==> config.mk <==
export PLATFORM = sky130hd
export DESIGN_NAME = mru_device_table_top
export DESIGN_NICKNAME = d
export VERILOG_FILES = /design/src/rtl/mdt_pkg.sv /design/src/rtl/mdt_cell.sv /design/src/rtl/mru_device_table_top.sv
export SDC_FILE = /design/constraint.sdc
export NUM_CORES = 2
export LEC_CHECK = 0
export BUFFER_PORTS_ARGS = -buffer_cell sky130_fd_sc_hd__clkbuf_2
export CAP_MARGIN = 20
export CORE_ASPECT_RATIO = 1.1
export CORE_MARGIN = 4
export CORE_UTILIZATION = 49
export DETAILED_ROUTE_END_ITERATION = 8
export GPL_ROUTABILITY_DRIVEN = 0
export PLACE_DENSITY = 0.73
export SETUP_SLACK_MARGIN = 0.5
export SYNTH_ARGS = -nofsm -noshare
export SYNTH_HDL_FRONTEND = slang
export SYNTH_SLANG_ARGS = --single-unit
export TNS_END_PERCENT = 30
==> constraint.sdc <==
create_clock -name clk -period 9.4 [get_ports clk]
set_clock_uncertainty 0.1 [all_clocks]
set_input_delay 1.88 -clock clk [delete_from_list [all_inputs] [get_ports clk]]
set_output_delay 1.88 -clock clk [all_outputs]
set_load 0.05 [all_outputs]
==> src/rtl/mdt_pkg.sv <==
// Package for the most-recently-used device table.
// Holds the entry and result types and the operation, event, and state codes.
// It has no dependencies and is used by every module of the table.
package mdt_pkg;

    typedef enum logic [2:0] {
        KIND_ENSURE = 3'd0,
        KIND_DELETE = 3'd1,
        KIND_GET    = 3'd2,
        KIND_SET    = 3'd3,
        KIND_LIST   = 3'd4
    } kind_t;

    typedef enum logic [1:0] {
        EV_NONE   = 2'd0,
        EV_CREATE = 2'd1,
        EV_DELETE = 2'd2,
        EV_UPDATE = 2'd3
    } event_t;

    localparam logic STATUS_OK        = 1'b0;
    localparam logic STATUS_NOT_FOUND = 1'b1;

    typedef enum logic [2:0] {
        CELL_HOLD,
        CELL_TAKE_LEFT,
        CELL_TAKE_RIGHT,
        CELL_LOAD,
        CELL_WRITE_CFG
    } cell_cmd_t;

    typedef enum logic [2:0] {
        S_IDLE,
        S_SCAN,
        S_DECIDE,
        S_INSERT,
        S_LIST
    } state_t;

    typedef struct packed {
        logic [7:0]  addr_type;
        logic [47:0] addr;
        logic [63:0] cfg;
    } entry_t;

    typedef struct packed {
        logic        status;
        event_t      event_res;
        logic [47:0] event_addr;
        logic [7:0]  event_addr_type;
        logic [63:0] config_out;
        logic [47:0] list_addr;
        logic [7:0]  list_addr_type;
        logic [3:0]  entry_count;
        logic        save_request;
        logic        last;
    } result_t;

endpackage

==> src/rtl/mdt_cell.sv <==
// One cell of the table chain: holds a single key and config word.
// Takes its neighbor's entry, a loaded entry, or a new config word on command.
// Depends on mdt_pkg.
module mdt_cell
(
    input  logic                  clk,
    input  mdt_pkg::cell_cmd_t    cmd,
    input  mdt_pkg::entry_t       left_entry,
    input  mdt_pkg::entry_t       right_entry,
    input  mdt_pkg::entry_t       load_entry,
    input  logic [63:0]           cfg_in,
    output mdt_pkg::entry_t       entry
);

    mdt_pkg::entry_t entry_reg;
    mdt_pkg::entry_t entry_next;

    always_comb
    begin
        entry_next = entry_reg;
        unique case (cmd)
            mdt_pkg::CELL_HOLD:       entry_next = entry_reg;
            mdt_pkg::CELL_TAKE_LEFT:  entry_next = left_entry;
            mdt_pkg::CELL_TAKE_RIGHT: entry_next = right_entry;
            mdt_pkg::CELL_LOAD:       entry_next = load_entry;
            mdt_pkg::CELL_WRITE_CFG:  entry_next.cfg = cfg_in;
            default:                  entry_next = entry_reg;
        endcase
    end

    always_ff @(posedge clk)
    begin
        entry_reg <= entry_next;
    end

    assign entry = entry_reg;

endmodule

==> src/rtl/mru_device_table_top.sv <==
// Top level of the most-recently-used device table, built as a ring of mdt_cell instances.
// Contains the request sequencer and the result register; depends on mdt_pkg and mdt_cell.
//
// The table keeps up to TABLE_ENTRIES device keys, front first, in a ring of cells.
// Every lookup rotates the ring once around, so each stored entry passes the front cell
// where it is compared with the key; ensure, delete, get and set therefore search the
// whole ring before the decide state applies and reports (an ensure that evicts the last
// entry reports the eviction and then the creation from the insert state). A list of a
// non-empty table also rotates the ring once, giving one result per cycle while the output
// is not stalled; a list of an empty table gives one result and no rotation, and an unused
// kind skips the search. A new transaction is accepted only when the previous one is
// finished; a result may still be waiting on the output then.
module mru_device_table_top
#(
    parameter int TABLE_ENTRIES = 8
)
(
    input  logic        clk,
    input  logic        rst_n,
    input  logic        in_valid,
    output logic        in_stall,
    input  logic [2:0]  kind,
    input  logic [47:0] addr,
    input  logic [7:0]  addr_type,
    input  logic        save,
    input  logic [63:0] config_in,
    output logic        out_valid,
    input  logic        out_stall,
    output logic        status,
    output logic [1:0]  event_res,
    output logic [47:0] event_addr,
    output logic [7:0]  event_addr_type,
    output logic [63:0] config_out,
    output logic [47:0] list_addr,
    output logic [7:0]  list_addr_type,
    output logic [3:0]  entry_count,
    output logic        save_request,
    output logic        last
);

    localparam int IDX_W = $clog2(TABLE_ENTRIES);
    localparam int CNT_W = $clog2(TABLE_ENTRIES + 1);

    function automatic logic [3:0] low4(input logic [CNT_W-1:0] v);
        logic [CNT_W+3:0] w;
        w = {4'b0000, v};
        return w[3:0];
    endfunction

    mdt_pkg::state_t   state_reg, state_next;
    logic [IDX_W-1:0]  step_reg, step_next;
    logic [IDX_W-1:0]  idx_reg, idx_next;
    logic              found_reg, found_next;
    mdt_pkg::entry_t   hold_reg, hold_next;
    mdt_pkg::kind_t    kind_reg, kind_next;
    logic [47:0]       addr_reg, addr_next;
    logic [7:0]        addr_type_reg, addr_type_next;
    logic              save_reg, save_next;
    logic [63:0]       cfg_reg, cfg_next;
    logic [CNT_W-1:0]  count_reg, count_next;
    logic              out_valid_reg, out_valid_next;
    mdt_pkg::result_t  res_reg, res_next;

    mdt_pkg::entry_t    cell_entry [TABLE_ENTRIES];
    mdt_pkg::cell_cmd_t cell_cmd   [TABLE_ENTRIES];
    mdt_pkg::entry_t    load_entry;

    logic rotate;
    logic move_front;
    logic do_insert;
    logic shift_del;
    logic write_cfg;
    logic out_free;
    logic front_match;
    logic step_in_count;
    logic step_is_end;
    logic list_emit;
    logic list_last;

    genvar g;
    generate
        for (g = 0; g < TABLE_ENTRIES; g++)
        begin : g_cell
            mdt_cell u_cell
            (
                .clk         (clk),
                .cmd         (cell_cmd[g]),
                .left_entry  (cell_entry[(g + TABLE_ENTRIES - 1) % TABLE_ENTRIES]),
                .right_entry (cell_entry[(g + 1) % TABLE_ENTRIES]),
                .load_entry  (load_entry),
                .cfg_in      (cfg_reg),
                .entry       (cell_entry[g])
            );
        end
    endgenerate

    assign out_free      = !out_valid_reg || !out_stall;
    assign front_match   = (cell_entry[0].addr == addr_reg) &&
                           (cell_entry[0].addr_type == addr_type_reg);
    assign step_in_count = CNT_W'(step_reg) < count_reg;
    assign step_is_end   = step_reg == IDX_W'(TABLE_ENTRIES - 1);
    assign list_emit     = step_in_count || ((count_reg == '0) && (step_reg == '0));
    assign list_last     = ((CNT_W'(step_reg) + CNT_W'(1)) == count_reg) ||
                           (count_reg == '0);
    assign load_entry    = move_front ? hold_reg : mdt_pkg::entry_t'{addr_type: addr_type_reg,
                                                                  addr: addr_reg, cfg: 64'd0};

    always_comb
    begin
        state_next     = state_reg;
        step_next      = step_reg;
        idx_next       = idx_reg;
        found_next     = found_reg;
        hold_next      = hold_reg;
        kind_next      = kind_reg;
        addr_next      = addr_reg;
        addr_type_next = addr_type_reg;
        save_next      = save_reg;
        cfg_next       = cfg_reg;
        count_next     = count_reg;
        out_valid_next = out_valid_reg && out_stall;
        res_next       = res_reg;
        rotate         = 1'b0;
        move_front     = 1'b0;
        do_insert      = 1'b0;
        shift_del      = 1'b0;
        write_cfg      = 1'b0;
        in_stall       = state_reg != mdt_pkg::S_IDLE;

        unique case (state_reg)
            mdt_pkg::S_IDLE:
            begin
                if (in_valid)
                begin
                    kind_next      = mdt_pkg::kind_t'(kind);
                    addr_next      = addr;
                    addr_type_next = addr_type;
                    save_next      = save;
                    cfg_next       = config_in;
                    step_next      = '0;
                    found_next     = 1'b0;
                    case (mdt_pkg::kind_t'(kind)) inside
                        mdt_pkg::KIND_LIST:
                            state_next = mdt_pkg::S_LIST;
                        mdt_pkg::KIND_ENSURE, mdt_pkg::KIND_DELETE,
                        mdt_pkg::KIND_GET, mdt_pkg::KIND_SET:
                            state_next = mdt_pkg::S_SCAN;
                        default:
                            state_next = mdt_pkg::S_DECIDE;
                    endcase
                end
            end

            mdt_pkg::S_SCAN:
            begin
                rotate = 1'b1;
                if (!found_reg && step_in_count && front_match)
                begin
                    found_next = 1'b1;
                    idx_next   = step_reg;
                    hold_next  = cell_entry[0];
                end
                if (step_is_end)
                begin
                    step_next  = '0;
                    state_next = mdt_pkg::S_DECIDE;
                end
                else
                begin
                    step_next = step_reg + IDX_W'(1);
                end
            end

            mdt_pkg::S_DECIDE:
            begin
                if (out_free)
                begin
                    out_valid_next       = 1'b1;
                    res_next             = '0;
                    res_next.entry_count = low4(count_reg);
                    res_next.last        = 1'b1;
                    state_next           = mdt_pkg::S_IDLE;
                    case (kind_reg)
                        mdt_pkg::KIND_ENSURE:
                        begin
                            if (found_reg)
                            begin
                                if (idx_reg != '0)
                                begin
                                    move_front            = 1'b1;
                                    res_next.save_request = save_reg;
                                end
                            end
                            else if (count_reg == CNT_W'(TABLE_ENTRIES))
                            begin
                                count_next               = CNT_W'(TABLE_ENTRIES - 1);
                                res_next.event_res       = mdt_pkg::EV_DELETE;
                                res_next.event_addr      = cell_entry[TABLE_ENTRIES-1].addr;
                                res_next.event_addr_type =
                                    cell_entry[TABLE_ENTRIES-1].addr_type;
                                res_next.entry_count     = low4(CNT_W'(TABLE_ENTRIES - 1));
                                res_next.last            = 1'b0;
                                state_next               = mdt_pkg::S_INSERT;
                            end
                            else
                            begin
                                do_insert                = 1'b1;
                                count_next               = count_reg + CNT_W'(1);
                                res_next.event_res       = mdt_pkg::EV_CREATE;
                                res_next.event_addr      = addr_reg;
                                res_next.event_addr_type = addr_type_reg;
                                res_next.entry_count     = low4(count_reg + CNT_W'(1));
                                res_next.save_request    = save_reg;
                            end
                        end
                        mdt_pkg::KIND_DELETE:
                        begin
                            if (found_reg)
                            begin
                                shift_del                = 1'b1;
                                count_next               = count_reg - CNT_W'(1);
                                res_next.event_res       = mdt_pkg::EV_DELETE;
                                res_next.event_addr      = addr_reg;
                                res_next.event_addr_type = addr_type_reg;
                                res_next.entry_count     = low4(count_reg - CNT_W'(1));
                                res_next.save_request    = 1'b1;
                            end
                            else
                            begin
                                res_next.status = mdt_pkg::STATUS_NOT_FOUND;
                            end
                        end
                        mdt_pkg::KIND_GET:
                        begin
                            if (found_reg)
                                res_next.config_out = hold_reg.cfg;
                            else
                                res_next.status = mdt_pkg::STATUS_NOT_FOUND;
                        end
                        mdt_pkg::KIND_SET:
                        begin
                            if (!found_reg)
                            begin
                                res_next.status = mdt_pkg::STATUS_NOT_FOUND;
                            end
                            else if (hold_reg.cfg != cfg_reg)
                            begin
                                write_cfg                = 1'b1;
                                res_next.event_res       = mdt_pkg::EV_UPDATE;
                                res_next.event_addr      = addr_reg;
                                res_next.event_addr_type = addr_type_reg;
                                res_next.save_request    = save_reg;
                            end
                        end
                        default:
                        begin
                            res_next.status = mdt_pkg::STATUS_OK;
                        end
                    endcase
                end
            end

            mdt_pkg::S_INSERT:
            begin
                if (out_free)
                begin
                    do_insert                = 1'b1;
                    count_next               = count_reg + CNT_W'(1);
                    out_valid_next           = 1'b1;
                    res_next                 = '0;
                    res_next.event_res       = mdt_pkg::EV_CREATE;
                    res_next.event_addr      = addr_reg;
                    res_next.event_addr_type = addr_type_reg;
                    res_next.entry_count     = low4(count_reg + CNT_W'(1));
                    res_next.save_request    = save_reg;
                    res_next.last            = 1'b1;
                    state_next               = mdt_pkg::S_IDLE;
                end
            end

            mdt_pkg::S_LIST:
            begin
                if (!list_emit || out_free)
                begin
                    if (list_emit)
                    begin
                        out_valid_next       = 1'b1;
                        res_next             = '0;
                        res_next.entry_count = low4(count_reg);
                        res_next.last        = list_last;
                        if (count_reg != '0)
                        begin
                            res_next.list_addr      = cell_entry[0].addr;
                            res_next.list_addr_type = cell_entry[0].addr_type;
                        end
                    end
                    if (count_reg == '0)
                    begin
                        state_next = mdt_pkg::S_IDLE;
                    end
                    else
                    begin
                        rotate = 1'b1;
                        if (step_is_end)
                        begin
                            step_next  = '0;
                            state_next = mdt_pkg::S_IDLE;
                        end
                        else
                        begin
                            step_next = step_reg + IDX_W'(1);
                        end
                    end
                end
            end

            default:
            begin
                state_next = mdt_pkg::S_IDLE;
            end
        endcase
    end

    always_comb
    begin
        for (int j = 0; j < TABLE_ENTRIES; j++)
        begin
            cell_cmd[j] = mdt_pkg::CELL_HOLD;
            if (rotate)
            begin
                cell_cmd[j] = mdt_pkg::CELL_TAKE_RIGHT;
            end
            else if (move_front)
            begin
                if (j == 0)
                    cell_cmd[j] = mdt_pkg::CELL_LOAD;
                else if (IDX_W'(j) <= idx_reg)
                    cell_cmd[j] = mdt_pkg::CELL_TAKE_LEFT;
            end
            else if (do_insert)
            begin
                if (j == 0)
                    cell_cmd[j] = mdt_pkg::CELL_LOAD;
                else
                    cell_cmd[j] = mdt_pkg::CELL_TAKE_LEFT;
            end
            else if (shift_del)
            begin
                if ((IDX_W'(j) >= idx_reg) && (j < TABLE_ENTRIES - 1))
                    cell_cmd[j] = mdt_pkg::CELL_TAKE_RIGHT;
            end
            else if (write_cfg)
            begin
                if (IDX_W'(j) == idx_reg)
                    cell_cmd[j] = mdt_pkg::CELL_WRITE_CFG;
            end
        end
    end

    always_ff @(posedge clk or negedge rst_n)
    begin
        if (!rst_n)
        begin
            state_reg     <= mdt_pkg::S_IDLE;
            step_reg      <= '0;
            found_reg     <= 1'b0;
            count_reg     <= '0;
            out_valid_reg <= 1'b0;
        end
        else
        begin
            state_reg     <= state_next;
            step_reg      <= step_next;
            found_reg     <= found_next;
            count_reg     <= count_next;
            out_valid_reg <= out_valid_next;
        end
    end

    always_ff @(posedge clk)
    begin
        idx_reg       <= idx_next;
        hold_reg      <= hold_next;
        kind_reg      <= kind_next;
        addr_reg      <= addr_next;
        addr_type_reg <= addr_type_next;
        save_reg      <= save_next;
        cfg_reg       <= cfg_next;
        res_reg       <= res_next;
    end

    assign out_valid       = out_valid_reg;
    assign status          = res_reg.status;
    assign event_res       = res_reg.event_res;
    assign event_addr      = res_reg.event_addr;
    assign event_addr_type = res_reg.event_addr_type;
    assign config_out      = res_reg.config_out;
    assign list_addr       = res_reg.list_addr;
    assign list_addr_type  = res_reg.list_addr_type;
    assign entry_count     = res_reg.entry_count;
    assign save_request    = res_reg.save_request;
    assign last            = res_reg.last;

endmodule

== Word-level counts from Yosys, hierarchy flattened ==
Index checks and enable logic that the tools add are counted.

* Register bits after elaboration: 1404
* Logic and storage cells: 346
* Input port bits: 128

* Muxes and demuxes: 160
* $lt $le $gt $ge: 15
* Reductions and logical operators: 52
* Eq/ne operators: 67
* $add $sub $neg: 4

{| class="wikitable"
|+ Operators with widths
! kind !! number
|-
| 64-bit one-hot mux with 4 select lines || 8
|-
| 56-bit one-hot mux with 3 select lines || 8
|-
| 185-bit 2-to-1 mux || 4
|-
| 185-bit one-hot mux with 3 select lines || 1
|-
| 58-bit 2-to-1 mux || 5
|-
| 3-bit 2-to-1 mux || 60
|-
| 58-bit one-hot mux with 3 select lines || 1
|-
| 64-bit 2-to-1 mux || 2
|-
| 120-bit 2-to-1 mux || 1
|-
| 3-bit by 2-bit equality test with 1-bit output (second input constant) || 22
|-
| 64-bit inequality test || 1
|-
| 56-bit 2-to-1 mux || 1
|-
| 48-bit equality test || 1
|-
| 1-bit 2-to-1 mux || 42
|-
| 3-bit nonzero test || 12
|-
| 4-bit nonzero test || 9
|-
| 3-bit by 1-bit equality test with 1-bit output (second input constant) || 11
|-
| 3-bit equality test (second input constant) || 11
|-
| 4-bit one-hot mux with 2 select lines || 3
|-
| 2-bit 2-to-1 mux || 11
|-
| 4-bit 2-to-1 mux || 5
|-
| 2-bit inequality test (second input constant) || 8
|-
| 3-bit zero test || 5
|-
| 3-bit one-hot mux with 5 select lines || 1
|-
| 36 further kinds || 65
|}

== Depth between registers and ports, before layout ==
* Word-level depth: 13
* Depth in mapped cells: 14

== By module ==
From an unflattened synthesis, not the netlist that was laid out.

* Cells, all modules: 5689
* Area, all modules: 73496.7 sq um

{| class="wikitable"
|+ By module, submodules not included
! module !! sequential area each (sq um) !! times used !! cells an instance !! area each (sq um)
|-
| mdt_cell || 3603.5 || 8 || 547 || 6796.5
|-
| mru_device_table_top || 13272.7 || 1 || 1313 || 19124.6
|}

== Worst setup path before layout ==
Ideal clock, no wire load.

* Path kind: in2reg
* Start point: input out_stall
* End point: register res_reg, in the netlist config_out[0] (enable)
* Slack: -1.301 ns
* Buffers on the path: 1
* Arrival: 9.869 ns
* Setup time: 0.732 ns
* Cell stages on the path: 3
* Path through: and2_0 clkbuf_1 nor2_1

* Longest elaborated chain between the ends: 5

{| class="wikitable"
|+ RTL lines
! what !! RTL line !! source
|-
| start: declaration || mru_device_table_top.sv:28 || <nowiki>input logic out_stall,</nowiki>
|-
| 1-bit zero test (*) || mru_device_table_top.sv:97 || <nowiki>assign out_free = !out_valid_reg || !out_stall;</nowiki>
|-
| 1-bit logical OR (*) || mru_device_table_top.sv:97 ||
|-
| 1-bit logical OR || mru_device_table_top.sv:283 || <nowiki>if (!list_emit || out_free)</nowiki>
|-
| 2-bit inequality test (no source line) || -- ||
|-
| 5-bit AND reduction (no source line) (*) || -- ||
|-
| end signal: assignment || mru_device_table_top.sv:389 || <nowiki>res_reg <= res_next;</nowiki>
|-
| end: declaration || mru_device_table_top.sv:62 || <nowiki>mdt_pkg::result_t res_reg, res_next;</nowiki>
|}

Mark *: on every way between the ends. The rest lies on a longest branch, timed or not.
A chain may end at the register's enable or synchronous reset.

== Worst setup path in the final report ==
* Start point: input out_stall
* End point: register g_cell[3].u_cell.entry_reg, in the netlist g_cell[3].u_cell.entry[49] (enable)

* Longest elaborated chain between the ends: 11

{| class="wikitable"
|+ RTL lines
! what !! RTL line !! source
|-
| 1-bit zero test (*) || mru_device_table_top.sv:97 ||
|-
| 1-bit logical OR (*) || mru_device_table_top.sv:97 ||
|-
| 1-bit 2-to-1 mux || mru_device_table_top.sv:176 || <nowiki>if (out_free)</nowiki>
|-
| 1-bit 2-to-1 mux || mru_device_table_top.sv:130 || <nowiki>unique case (state_reg)</nowiki>
|-
| 3-bit 2-to-1 mux || mru_device_table_top.sv:352 || <nowiki>else if (write_cfg)</nowiki>
|-
| 3-bit 2-to-1 mux || mru_device_table_top.sv:347 || <nowiki>else if (shift_del)</nowiki>
|-
| 3-bit 2-to-1 mux || mru_device_table_top.sv:340 || <nowiki>else if (do_insert)</nowiki>
|-
| 3-bit 2-to-1 mux || mru_device_table_top.sv:333 || <nowiki>else if (move_front)</nowiki>
|-
| 3-bit 2-to-1 mux (*) || mru_device_table_top.sv:329 || <nowiki>if (rotate)</nowiki>
|-
| 3-bit equality test (tied with other cells) || mdt_cell.sv:21 || <nowiki>unique case (cmd)</nowiki>
|-
| 4-bit nonzero test (no source line) (*) || -- ||
|-
| end signal: assignment || mdt_cell.sv:33 || <nowiki>entry_reg <= entry_next;</nowiki>
|-
| end: declaration || mdt_cell.sv:15 || <nowiki>mdt_pkg::entry_t entry_reg;</nowiki>
|}

Marks and branches as above.

==> key figures <==
Run status
  – Run status: completed

Detailed routing
  – Pre-antenna DRT Iters: 6
  – Number of DRC markers in iteration 0: 5520
  – Antenna-violating nets left: 0
  – Drt total wl: 190000 µm
  – Post-route DRC: 0
  – Total vias in the final route: 41.2k
  – Routed wire length per instance: 30.5 µm
  – Vias per Instance: 6.60

Global route
  – Total GRT Usage: 0.280
  – Antenna violations before repair: 11
  – Remaining global-route overflow: 0
  – Via count of the first global-routing pass: 41.0k
  – Maximum number of pins on one net before global-route repair: 175
  – First-pass GRT wire length: 276000 µm

Synth
  – Dominant synthesized flop cell: sky130_fd_sc_hd__edfxtp_1
  – Top post-synthesis cells by area: sky130_fd_sc_hd__edfxtp_1 (67%), sky130_fd_sc_hd__a221o_1 (7.1%), sky130_fd_sc_hd__mux2_2 (4.9%), sky130_fd_sc_hd__and2_1 (4.4%), sky130_fd_sc_hd__nand2_1 (3.2%)
  – Number of distinct library cells after synthesis: 60
  – Number of nets produced by synthesis: 4442
  – Proportion of synthesized flip-flops having asynchronous set or reset: 0.00855
  – Ys Warns: 0
  – Cell with the most instances after synthesis: sky130_fd_sc_hd__edfxtp_1
  – Count of mapped cells out of synthesis: 4306
  – Synthesis-stage register bit count: 1404
  – Commonest cells in the synthesized netlist: sky130_fd_sc_hd__edfxtp_1 (1392), sky130_fd_sc_hd__nand2_1 (529), sky130_fd_sc_hd__a221o_1 (441), sky130_fd_sc_hd__and2_1 (433), sky130_fd_sc_hd__mux2_2 (271)
  – Share of the synthesized area in the top cell type: 0.671
  – Largest area contributor in the synthesized netlist: sky130_fd_sc_hd__edfxtp_1
  – Synth Area per Inst: 14.5 µm²
  – Number of synthesized flops with an enable pin: 1392
  – Sequential fraction of the synthesis area: 0.676
  – Post-Synthesis Cell Area: 62300 µm²

Worst setup path
  – Dominant cell type by count on the critical path: sky130_fd_sc_hd__buf_4
  – Required @ worst endpoint: 9680 ps
  – Endpoint type of the worst setup path: flop
  – Arrival @ worst endpoint: 6220 ps
  – Sequence of cells on the critical path: clkbuf_2 > and2_0 > or3_1 > nor3_1 > a21oi_4 > buf_4 > o21ai_4 > buf_4 > or2_4 > buf_4
  – Launching point of the worst reg2reg path: idx_reg[2]$_DFFE_PP_
  – Worst-path maximum fanout: 57
  – CP Launch Type: primary input
  – Setup crit start: out_stall
  – Library cell contributing the largest single delay on the critical path: sky130_fd_sc_hd__buf_4
  – Peak per-stage delay on the critical path: 800 ps
  – Type of the worst setup path: primary input to flop

CTS
  – CTS sink cnt: 1404
  – Root cell of the clock tree: sky130_fd_sc_hd__clkbuf_16
  – Worst-Skew Late Latency: 810 ps
  – Clock buffer count from CTS: 147
  – Clock tree from TritonCTS: built
  – Total number of H-tree levels: 4
  – CTS Hold Buffers Added: 0
  – Clock transition time at the flip-flop clock pins of the worst setup and hold paths: 60 ps
  – CTS resizes: 0
  – Total setup buffers inserted after CTS: 0
  – Maximum clock path buffer count: 3

Die
  – I/O pin count: 315
  – Core ar.: 126000 µm²
  – Initial cell density of the core: 0.496
  – Die outline area: 133000 µm²
  – Y dimension of the die: 382 µm
  – Rows: 136
  – Overall die width: 348 µm

Timing
  – Hold slack final: 350 ps
  – Max-slew violation count: 0
  – Max transition margin: 0.219
  – Setup repair after global routing missed its margin: false
  – Final number of setup-violating endpoints: 0
  – Tightest Pin Transition: 1170 ps
  – Highest attainable clock frequency: 0.169 GHz
  – Final critical-path required period: 5930 ps
  – TNS Setup: 0 ps
  – Hold Fails Final Rpt: 0
  – Fin crit share: 0.631

Worst hold path
  – Hold WC Path Type: flop to flop
  – Hold Startpoint: g_cell[0].u_cell.entry[51]$_DFFE_PP_

Final layout
  – Fraction of final layout cells sized beyond drive strength 1: 0.213
  – Area delta synth->final: 12.2%
  – Count of fill cells added during filler insertion: 9957
  – Number of nets in the final layout: 4601
  – Flip-flop count of the largest register after layout: 960

Pwr
  – Static leakage: 24.7 nW
  – Power density over the cells: 431 nW/µm²
  – Peak supply drop: 0.571 mV

Flow run
  – Number of maximum-capacitance constraint violations: 0

Place
  – HPWL Detailed: 108000 µm
  – Number of buffer cells added on primary ports: 314
## cells by family after synthesis
family / share of synthesized area
DFF: 0.676
and+or+nand+nor: 0.0897
AOI/OAI and AO/OA: 0.129
buffers and inverters: 0.0289
muxes: 0.0596
xor gates and xnor gates: 0.0152
adders and majority gates: 0.00161
## through the flow
step	worst slack, ps	instance area (µm²)	util	cells	total power, W
after global placement	2870	65000	0.518	5970	0.0237
final	3470	69900	0.556	6243	0.0301
after detailed placement	2770	65100	0.518	5971	0.0241
after CTS	3570	69800	0.556	6240	0.0299
after floorplan	125	62300	-	4306	0.0203
after global routing	3280	69900	0.556	6242	0.0312
## area by class of cell
| type | instances | area, µm² | share of cell area |
|---|---|---|---|
| clock inverters | 90 | 968 | 0.0139 |
| repair buffers | 382 | 2150 | 0.0307 |
| diodes | 2 | 5.00 | 0.0000716 |
| well taps | 1656 | 2070 | 0.0297 |
| inverters | 32 | 125 | 0.00179 |
| clock buffers | 179 | 3810 | 0.0545 |
| multi-input cells | 2498 | 18700 | 0.267 |
| flip-flops and latches | 1404 | 42100 | 0.602 |
## placed cells by master, fill, tap and decap left out, drive strengths merged, types with 10 or more instances in the layout
master,Yosys,final
clkbuf,162,493
xnor2,88,88
a21oi,78,78
nand4,27,27
nor2,36,36
buf,210,68
mux2,271,271
nand2,529,529
edfxtp,1392,1392
xor2,20,20
bufinv,0,11
dfrtp,12,12
a221o,441,441
clkinv,0,65
or2,10,10
a22o,124,124
nor4,14,14
o21ai,111,111
o221a,64,64
nor3,24,24
a21o,67,67
and2,434,434
mux2i,66,66
inv,32,41
## where the power goes
part	internal [W]	switching, W
clock	0.00324	0.00259
sequential	0.0117	0.00200
combinational	0.00374	0.00685
total	0.0187	0.0114
## layer usage
metal,up-vias,wire (µm),track usage
li1,17000,-,-
met1,20500,69800,0.371
met2,3170,87200,0.438
met3,507,24400,0.0768
met4,14,8830,0.119
met5,-,88,0
## critical path: cells and delay by family
kind / cells / cell delay, ps
buffers and inverters: 4 / 2030
AND/OR/NAND/NOR: 4 / 1980
AO/OA/AOI/OAI: 2 / 240
## worst paths after layout
kind | endpoint | slack [ps] | depth (start not counted)
max | g_cell[3].u_cell.entry[49]$_DFFE_PP_ | 3470 | 10
min | hold_reg[51]$_DFFE_PP_ | 350 | 0
max reg2reg | g_cell[0].u_cell.entry[12]$_DFFE_PP_ | 3660 | 10
min reg2reg | hold_reg[51]$_DFFE_PP_ | 350 | 0
max in group asynchronous | state_reg[1]$_DFFE_PN0P_ | 8060 | 1
min in group asynchronous | step_reg[1]$_DFFE_PN0P_ | 870 | 1
No activity file was read; power rests on OpenSTA's default activity.
